**src/rtl/knmh_pkg.sv**
```systemverilog
`default_nettype none

package knmh_pkg;

  localparam int unsigned HeapSize = 8;
  localparam int unsigned DistW    = 32;
  localparam int unsigned PointW   = 16;
  localparam int unsigned IdxW     = (HeapSize > 1) ? $clog2(HeapSize) : 1;
  localparam int unsigned ChildW   = $clog2(2 * HeapSize + 1);

  localparam logic [ChildW-1:0] HeapSizeC = ChildW'(HeapSize);
  localparam logic [IdxW-1:0]   LastIdx   = IdxW'(HeapSize - 1);
  localparam logic [DistW-1:0]  DistHuge  = {DistW{1'b1}};

  typedef struct packed {
    logic [DistW-1:0]  distance;
    logic [PointW-1:0] point;
  } knmh_entry_t;

  localparam int unsigned EntryW = $bits(knmh_entry_t);

  typedef enum logic [2:0] {
    StIdle,
    StRootRd,
    StRootCmp,
    StLeftRd,
    StRightRd,
    StCmp,
    StPlace,
    StDump
  } knmh_state_e;

endpackage

`default_nettype wire

```
**src/rtl/knmh_ram.sv**
```systemverilog
`default_nettype none

module knmh_ram #(
  parameter int unsigned Width = 8,
  parameter int unsigned Depth = 8,
  localparam int unsigned AddrW = (Depth > 1) ? $clog2(Depth) : 1
) (
  input  wire logic             clk_i,
  input  wire logic             we_i,
  input  wire logic [AddrW-1:0] waddr_i,
  input  wire logic [Width-1:0] wdata_i,
  input  wire logic [AddrW-1:0] raddr_i,
  output logic      [Width-1:0] rdata_o
);

  logic [Width-1:0] mem_q [Depth];

  always_ff @(posedge clk_i) begin
    if (we_i) begin
      mem_q[waddr_i] <= wdata_i;
    end
    rdata_o <= mem_q[raddr_i];
  end

endmodule

`default_nettype wire

```
**src/rtl/k_nearest_max_heap.sv**
```systemverilog
// Keeps the HeapSize smallest candidate distances of a query in a max-heap held in a
// single-port-read RAM. A candidate is taken when start is high and busy is low; busy
// then stays high while the state machine walks the heap: a root read and compare, then
// per level of sift-down a left read, a right read and a compare and write, and a final
// write to place the candidate when the hole reaches a leaf; a rejected candidate ends
// after the root compare. An item with query_end then streams the HeapSize slots in
// heap order, one per cycle on strobe_o with final_entry_o on the last; the receiver
// cannot stall and must take every strobed result.
`default_nettype none

module k_nearest_max_heap
  import knmh_pkg::*;
(
  input  wire logic              clk_i,
  input  wire logic              rst_ni,
  input  wire logic              start,
  output logic                   busy,
  input  wire logic [DistW-1:0]  cand_distance_i,
  input  wire logic [PointW-1:0] cand_point_i,
  input  wire logic              query_start_i,
  input  wire logic              query_end_i,
  output logic                   strobe_o,
  output logic      [DistW-1:0]  neighbour_distance_o,
  output logic      [PointW-1:0] neighbour_point_o,
  output logic                   final_entry_o
);

  knmh_state_e state_q, state_d;

  logic [DistW-1:0]  cand_dist_q;
  logic [PointW-1:0] cand_point_q;
  logic              end_q;
  logic [IdxW-1:0]   hole_q, hole_d;
  logic [ChildW-1:0] child_q, child_d;
  logic [IdxW-1:0]   cnt_q, cnt_d;
  knmh_entry_t       left_q;
  logic [HeapSize-1:0] valid_q;
  logic              rvalid_q;
  logic              strobe_q;
  logic              last_q;

  logic              accept;
  logic              we;
  logic [IdxW-1:0]   waddr;
  knmh_entry_t       wdata;
  logic [IdxW-1:0]   raddr;
  logic [EntryW-1:0] ram_rdata;
  knmh_entry_t       rd;
  knmh_entry_t       cand;
  knmh_entry_t       chosen;
  logic [ChildW-1:0] right_idx;
  logic [ChildW-1:0] sel_idx;
  logic [ChildW-1:0] next_child;
  logic              has_right;
  logic              take_right;

  assign accept = start && !busy;
  assign busy   = (state_q != StIdle);

  assign cand.distance = cand_dist_q;
  assign cand.point    = cand_point_q;

  always_comb begin
    rd = knmh_entry_t'(ram_rdata);
    if (!rvalid_q) begin
      rd.distance = DistHuge;
      rd.point    = '0;
    end
  end

  assign right_idx  = child_q + ChildW'(1);
  assign has_right  = (right_idx < HeapSizeC);
  assign take_right = has_right && (left_q.distance < rd.distance);
  assign chosen     = take_right ? rd : left_q;
  assign sel_idx    = take_right ? right_idx : child_q;
  assign next_child = {sel_idx[ChildW-2:0], 1'b1};

  knmh_ram #(
    .Width (EntryW),
    .Depth (HeapSize)
  ) u_heap_ram (
    .clk_i   (clk_i),
    .we_i    (we),
    .waddr_i (waddr),
    .wdata_i (wdata),
    .raddr_i (raddr),
    .rdata_o (ram_rdata)
  );

  always_comb begin
    state_d = state_q;
    hole_d  = hole_q;
    child_d = child_q;
    cnt_d   = cnt_q;
    we      = 1'b0;
    waddr   = hole_q;
    wdata   = cand;
    raddr   = '0;
    unique case (state_q)
      StIdle: begin
        if (accept) begin
          state_d = StRootRd;
        end
      end
      StRootRd: begin
        raddr   = '0;
        state_d = StRootCmp;
      end
      StRootCmp: begin
        hole_d = '0;
        cnt_d  = '0;
        if (cand_dist_q < rd.distance) begin
          if (HeapSize > 1) begin
            child_d = ChildW'(1);
            state_d = StLeftRd;
          end else begin
            we      = 1'b1;
            waddr   = '0;
            state_d = end_q ? StDump : StIdle;
          end
        end else begin
          state_d = end_q ? StDump : StIdle;
        end
      end
      StLeftRd: begin
        raddr   = child_q[IdxW-1:0];
        state_d = StRightRd;
      end
      StRightRd: begin
        raddr   = right_idx[IdxW-1:0];
        state_d = StCmp;
      end
      StCmp: begin
        we = 1'b1;
        if (cand_dist_q > chosen.distance) begin
          state_d = end_q ? StDump : StIdle;
        end else begin
          wdata  = chosen;
          hole_d = sel_idx[IdxW-1:0];
          child_d = next_child;
          state_d = (next_child < HeapSizeC) ? StLeftRd : StPlace;
        end
      end
      StPlace: begin
        we      = 1'b1;
        state_d = end_q ? StDump : StIdle;
      end
      StDump: begin
        raddr = cnt_q;
        if (cnt_q == LastIdx) begin
          state_d = StIdle;
        end else begin
          cnt_d = cnt_q + IdxW'(1);
        end
      end
      default: state_d = StIdle;
    endcase
  end

  always_ff @(posedge clk_i or negedge rst_ni) begin
    if (!rst_ni) begin
      state_q  <= StIdle;
      hole_q   <= '0;
      child_q  <= '0;
      cnt_q    <= '0;
      valid_q  <= '0;
      rvalid_q <= 1'b0;
      strobe_q <= 1'b0;
      last_q   <= 1'b0;
      end_q    <= 1'b0;
    end else begin
      state_q  <= state_d;
      hole_q   <= hole_d;
      child_q  <= child_d;
      cnt_q    <= cnt_d;
      rvalid_q <= valid_q[raddr];
      strobe_q <= (state_q == StDump);
      last_q   <= (state_q == StDump) && (cnt_q == LastIdx);
      if (accept) begin
        end_q <= query_end_i;
      end
      if (accept && query_start_i) begin
        valid_q <= '0;
      end else if (we) begin
        valid_q[waddr] <= 1'b1;
      end
    end
  end

  // candidate payload and left child capture
  always_ff @(posedge clk_i) begin
    if (accept) begin
      cand_dist_q  <= cand_distance_i;
      cand_point_q <= cand_point_i;
    end
    if (state_q == StRightRd) begin
      left_q <= rd;
    end
  end

  assign strobe_o             = strobe_q;
  assign final_entry_o        = last_q;
  assign neighbour_distance_o = rd.distance;
  assign neighbour_point_o    = rd.point;

endmodule

`default_nettype wire

```
**config.mk**
```make
export PLATFORM = sky130hd
export DESIGN_NAME = k_nearest_max_heap
export DESIGN_NICKNAME = d
export VERILOG_FILES = /design/src/rtl/knmh_pkg.sv /design/src/rtl/knmh_ram.sv /design/src/rtl/k_nearest_max_heap.sv
export SDC_FILE = /design/constraint.sdc
export NUM_CORES = 1
export LEC_CHECK = 0
export BUFFER_PORTS_ARGS = -buffer_cell sky130_fd_sc_hd__buf_2
export CORE_UTILIZATION = 35
export CTS_CLUSTER_DIAMETER = 150
export DETAILED_ROUTE_END_ITERATION = 10
export GPL_TIMING_DRIVEN = 0
export PLACE_DENSITY = 0.51
export SLEW_MARGIN = 20
export SYNTH_ARGS = -nofsm -noshare
export SYNTH_HDL_FRONTEND = slang
export SYNTH_SLANG_ARGS = --single-unit
```
**constraint.sdc**
```tcl
create_clock -name clk_i -period 8.9 [get_ports clk_i]
set_clock_uncertainty 0.15 [all_clocks]
set_input_delay 0.445 -clock clk_i [delete_from_list [all_inputs] [get_ports clk_i]]
set_output_delay 0.445 -clock clk_i [all_outputs]
set_load 0.05 [all_outputs]
```
==> metrics.md <==
| Metric | Value |
|---|---|
| Max Fclk | between 100 and 150 MHz |
| Final Cell Area | 28300 sq um |
| P per Cell Area | 401 nW/um^2 |
| Crit path required time | roughly 9 ns |
| Hold Path Depth | 3 |
| Seq/Total Area, Yosys | 0.679 |
| Die area | 68400 sq um |
| Fin. max-slew vios | 0 |
| GP Congestion | ~0.88 |
| Global-route wire length before repair | roughly 100000 um |
| Routed len/inst | between 20 and 25 um |
| Layout cell share with drive strength beyond 1 | 0.111 |
| Nets | 2398 |
| Synth top area cells | edfxtp_1 (61%), nand2_1 (8.8%), nand3_1 (5.3%) |
| Reg power frac | 0.342 |
| Clock Power Share | 0.218 |
| Worst Tran Pin Value | 1.17 ns |
| Placed inst area | approximately 26000 sq um |
| Clk pin slew, worst setup/hold paths | 0.06 ns |
| Clock Path Buffers | 3 |
| Worst-Skew Late Latency | a little over 0.6 ns |
| Met2 WL | around 32000 um |
| Compound-cell area share of the yosys netlist | 0.0615 |
| Final count of negative-setup-slack endpoints | 0 |
| Remaining global-route overflow | 0 |
| R2R cell count | 23 |
| Initial antenna violation count | 1 |
| Syn_nets | roughly 2200 |
| Mean Syn Cell Area | between 10 and 15 sq um |
| Most frequent cells in the layout | nand2_1 (552), edfxtp_1 (480), nand3_1 (252), buf_2 (108), clkbuf_1 (101) |
| Worst rel slew slack | 0.216 |
| Area share of the largest cell type after synthesis | 0.611 |
| Sum Neg Setup Slack | 0 ns |
| Metal1 wirelength | around 31000 um |
| Htree depth | 2 |
| Final core occ | 0.427 |
| Status | completed |
| Non-filler instance count after layout | ~3200 |
| Top FF cell, synth | edfxtp_1 |
| RSZ-0062 raised after global routing | no |
| Leading cell type in the layout, fill and taps excluded | nand2_1 |
| Combinational Power Share | 0.441 |
| Post-DR vias/cell | just over 5 |
| ANT nets after route | 0 |
| Overall global routing resource usage | 0.203 |
| Max FO, Critical Path | 16 |
| Switch share | 0.424 |
| Length of routed met3 wiring | around 4400 um |
| Post-synthesis mux area share | 0.0101 |
| Final hold vios | 0 |
| WS Path Type | flop to flop |
| CTS buffer count | between 50 and 60 |
| Initial core utilization | 0.356 |
| Core area | about 66000 sq um |
| Area leader, netlist | edfxtp_1 |
| Tmin final | approximately 8.5 ns |
| Area growth from synthesis to layout | 19.9% |
| IO Count | ~100 |
| Routed WL | 69400 um |
| Data arrival time of the worst path | 8.66 ns |
| Max-cap violation count | 0 |
| Post-Synth XOR/XNOR Area | 0.00111 |
| Chip Height | ~260 um |
| DRC viols | 0 |
| # clock sinks | between 500 and 600 |
| Mapped Cells | 2007 |
| Syn Std Cell Area | approximately 24000 sq um |
| Via count | ~16000 |
| Root Buffer | clkbuf_16 |
| Psw | about 0.0048 W |
| Largest family of logic cells by synthesized area | simple AND/OR/NAND/NOR gates |
| Post-Synth Adder-Cell Area | 0.0493 |
| Int Pwr | about 0.0065 W |
| CP Launch Type | flop |
| Final HPWL DP | roughly 48000 um |
| Maximum number of pins on one net before global-route repair | 43 |
| Drt pass-1 iters | 5 |
| Count of buffers from port buffering | between 100 and 150 |
| LEAKAGE | 10.8 nW |
| FFs w/ async S/R, synth | 0.0469 |
| Total number of yosys warnings | 0 |
| TritonCTS clock tree | built |
| Register bit count reported by yosys | around 550 |
| Drt initial violations | ~1400 |
| Post-synth cell types | 60 |
| Peak supply drop | between 200 and 250 uV |
| Tcrit/Tclk final | 0.956 |
| Crit. End Element | flop |
| Overall power | about 0.011 W |
| Hold Crit Class | primary input to flop |
| # rows | 94 |
| Simple-gate share of the synthesized area | 0.174 |
| Post-synth EDFFs | between 400 and 500 |
| Die X | between 200 and 300 um |
| Highest Signal Layer | met4 |
| Vias in the first global route | about 16000 |
| Placed insts | about 3000 |
==> routing by layer <==
| layer | track usage | vias to the layer above |
|---|---|---|
| met5 | 0 | - |
| met4 | 0.0567 | 0 |
| met3 | 0.0309 | 92 |
| met2 | 0.329 | 522 |
| met1 | 0.283 | 8038 |
| li1 | - | 7691 |
==> power groups by stage <==
stage	Clock [W]	Combinational, W	Sequential (W)
finish	0.00247	0.00499	0.00387
global route	0.00260	0.00549	0.00391
CTS	0.00251	0.00502	0.00386
detailed placement	0	0.00498	0.00390
global placement	0	0.00481	0.00395
floorplan	0	0.00319	0.00387
==> what timing repair did <==
item                                    CTS  global route
endpoints found under the hold margin    75             0
pin swaps                                 0             0
hold buffers                             50             0
buffers inserted                          0             0
gates resized for setup                   2             3
endpoints found under the setup margin  280           360
==> path summary, 6_finish.rpt <==
kind                                        startpoint                                 to  slack (ns)
worst min-delay path                     query_start_i             valid_q[5]$_DFFE_PN0P_        0.15
worst max-delay path                rvalid_q$_DFF_PN0_  u_heap_ram.mem_q[2][40]$_DFFE_PP_        0.39
max in group asynchronous                       rst_ni                 rvalid_q$_DFF_PN0_        7.85
min in group asynchronous                       rst_ni                 strobe_o$_DFF_PN0_        0.25
worst max register to register      rvalid_q$_DFF_PN0_  u_heap_ram.mem_q[2][40]$_DFFE_PP_        0.39
worst min register to register  valid_q[1]$_DFFE_PN0P_             valid_q[1]$_DFFE_PN0P_        0.34
==> worst max-delay path, stage by stage (launching register included) <==
cell      delay, ns
dfrtp_2        0.64
clkbuf_2       0.45
nor2b_1        0.50
ha_1           0.23
nand4_1        0.12
or4_1          0.56
nor4_2         0.60
o41ai_1        0.24
nor4bb_4       0.24
buf_6          0.20
buf_2          0.20
nand2_1        0.08
o21ai_1        0.09
ha_1           0.36
nand4_1        0.27
or4_1          0.66
a21oi_1        0.29
o31a_1         0.26
o21ai_2        0.14
nand2_1        0.33
buf_2          0.37
clkbuf_1       0.62
nand2_1        0.13
o21ai_1        0.42
==> state kept, by name, summed over array words and instances, names as in the netlist <==
register and count:
cand_dist_q 32, cand_point_q 16, child_q 5, cnt_q 3, end_q 1, final_entry_o 1
hole_q 3, left_q 48, rvalid_q 1, state_q 3, strobe_o 1, u_heap_ram.mem_q 384
u_heap_ram.rdata_o 48, valid_q 8
==> through the flow <==
step	hold WS (ns)	setup WS (ns)
floorplan	-0.000591	2.95
global placement	0.322	-0.422
detailed placement	0.329	-0.207
CTS	0.139	0.000334
global route	0.178	0.181
finish	0.154	0.391
==> area by class of cell <==
class / instances / area (sq um)
clock inverters: 23 / 270
plain buffers: 102 / 423
flip-flops and latches: 554 / 16000
inverters: 42 / 160
repair buffers: 185 / 1600
diodes: 1 / 2.50
clock buffers: 88 / 1670
well taps: 864 / 1080
multi-input cells: 1308 / 7050
fillers: 6173 / 37900
==> kinds of logic (layout without fill, tap and decap cells) <==
family	Yosys count	after routing
AO/OA/AOI/OAI	254	254
XOR/XNOR	3	3
adder cells (fa/ha/maj)	93	93
other	0	1
multiplexers	23	23
buffers and inverters	145	440
flip-flops	554	554
AND/OR/NAND/NOR	935	935
==> synth_stat cells (5+ instances only) <==
| library cell | instances |
|---|---|
| a211oi_1 | 6 |
| a21o_1 | 9 |
| a21oi_1 | 39 |
| and2_1 | 19 |
| buf_1 | 10 |
| buf_2 | 5 |
| clkbuf_1 | 84 |
| dfrtp_1 | 26 |
| dfxtp_1 | 48 |
| edfxtp_1 | 480 |
| ha_1 | 93 |
| inv_1 | 41 |
| mux2i_1 | 20 |
| nand2_1 | 552 |
| nand2b_1 | 30 |
| nand3_1 | 252 |
| nand4_1 | 14 |
| nor2_1 | 29 |
| nor2b_1 | 14 |
| nor3_1 | 9 |
| o21a_1 | 11 |
| o21ai_0 | 94 |
| o21ai_1 | 59 |
Note: power is estimated with default switching activity, not from simulation.
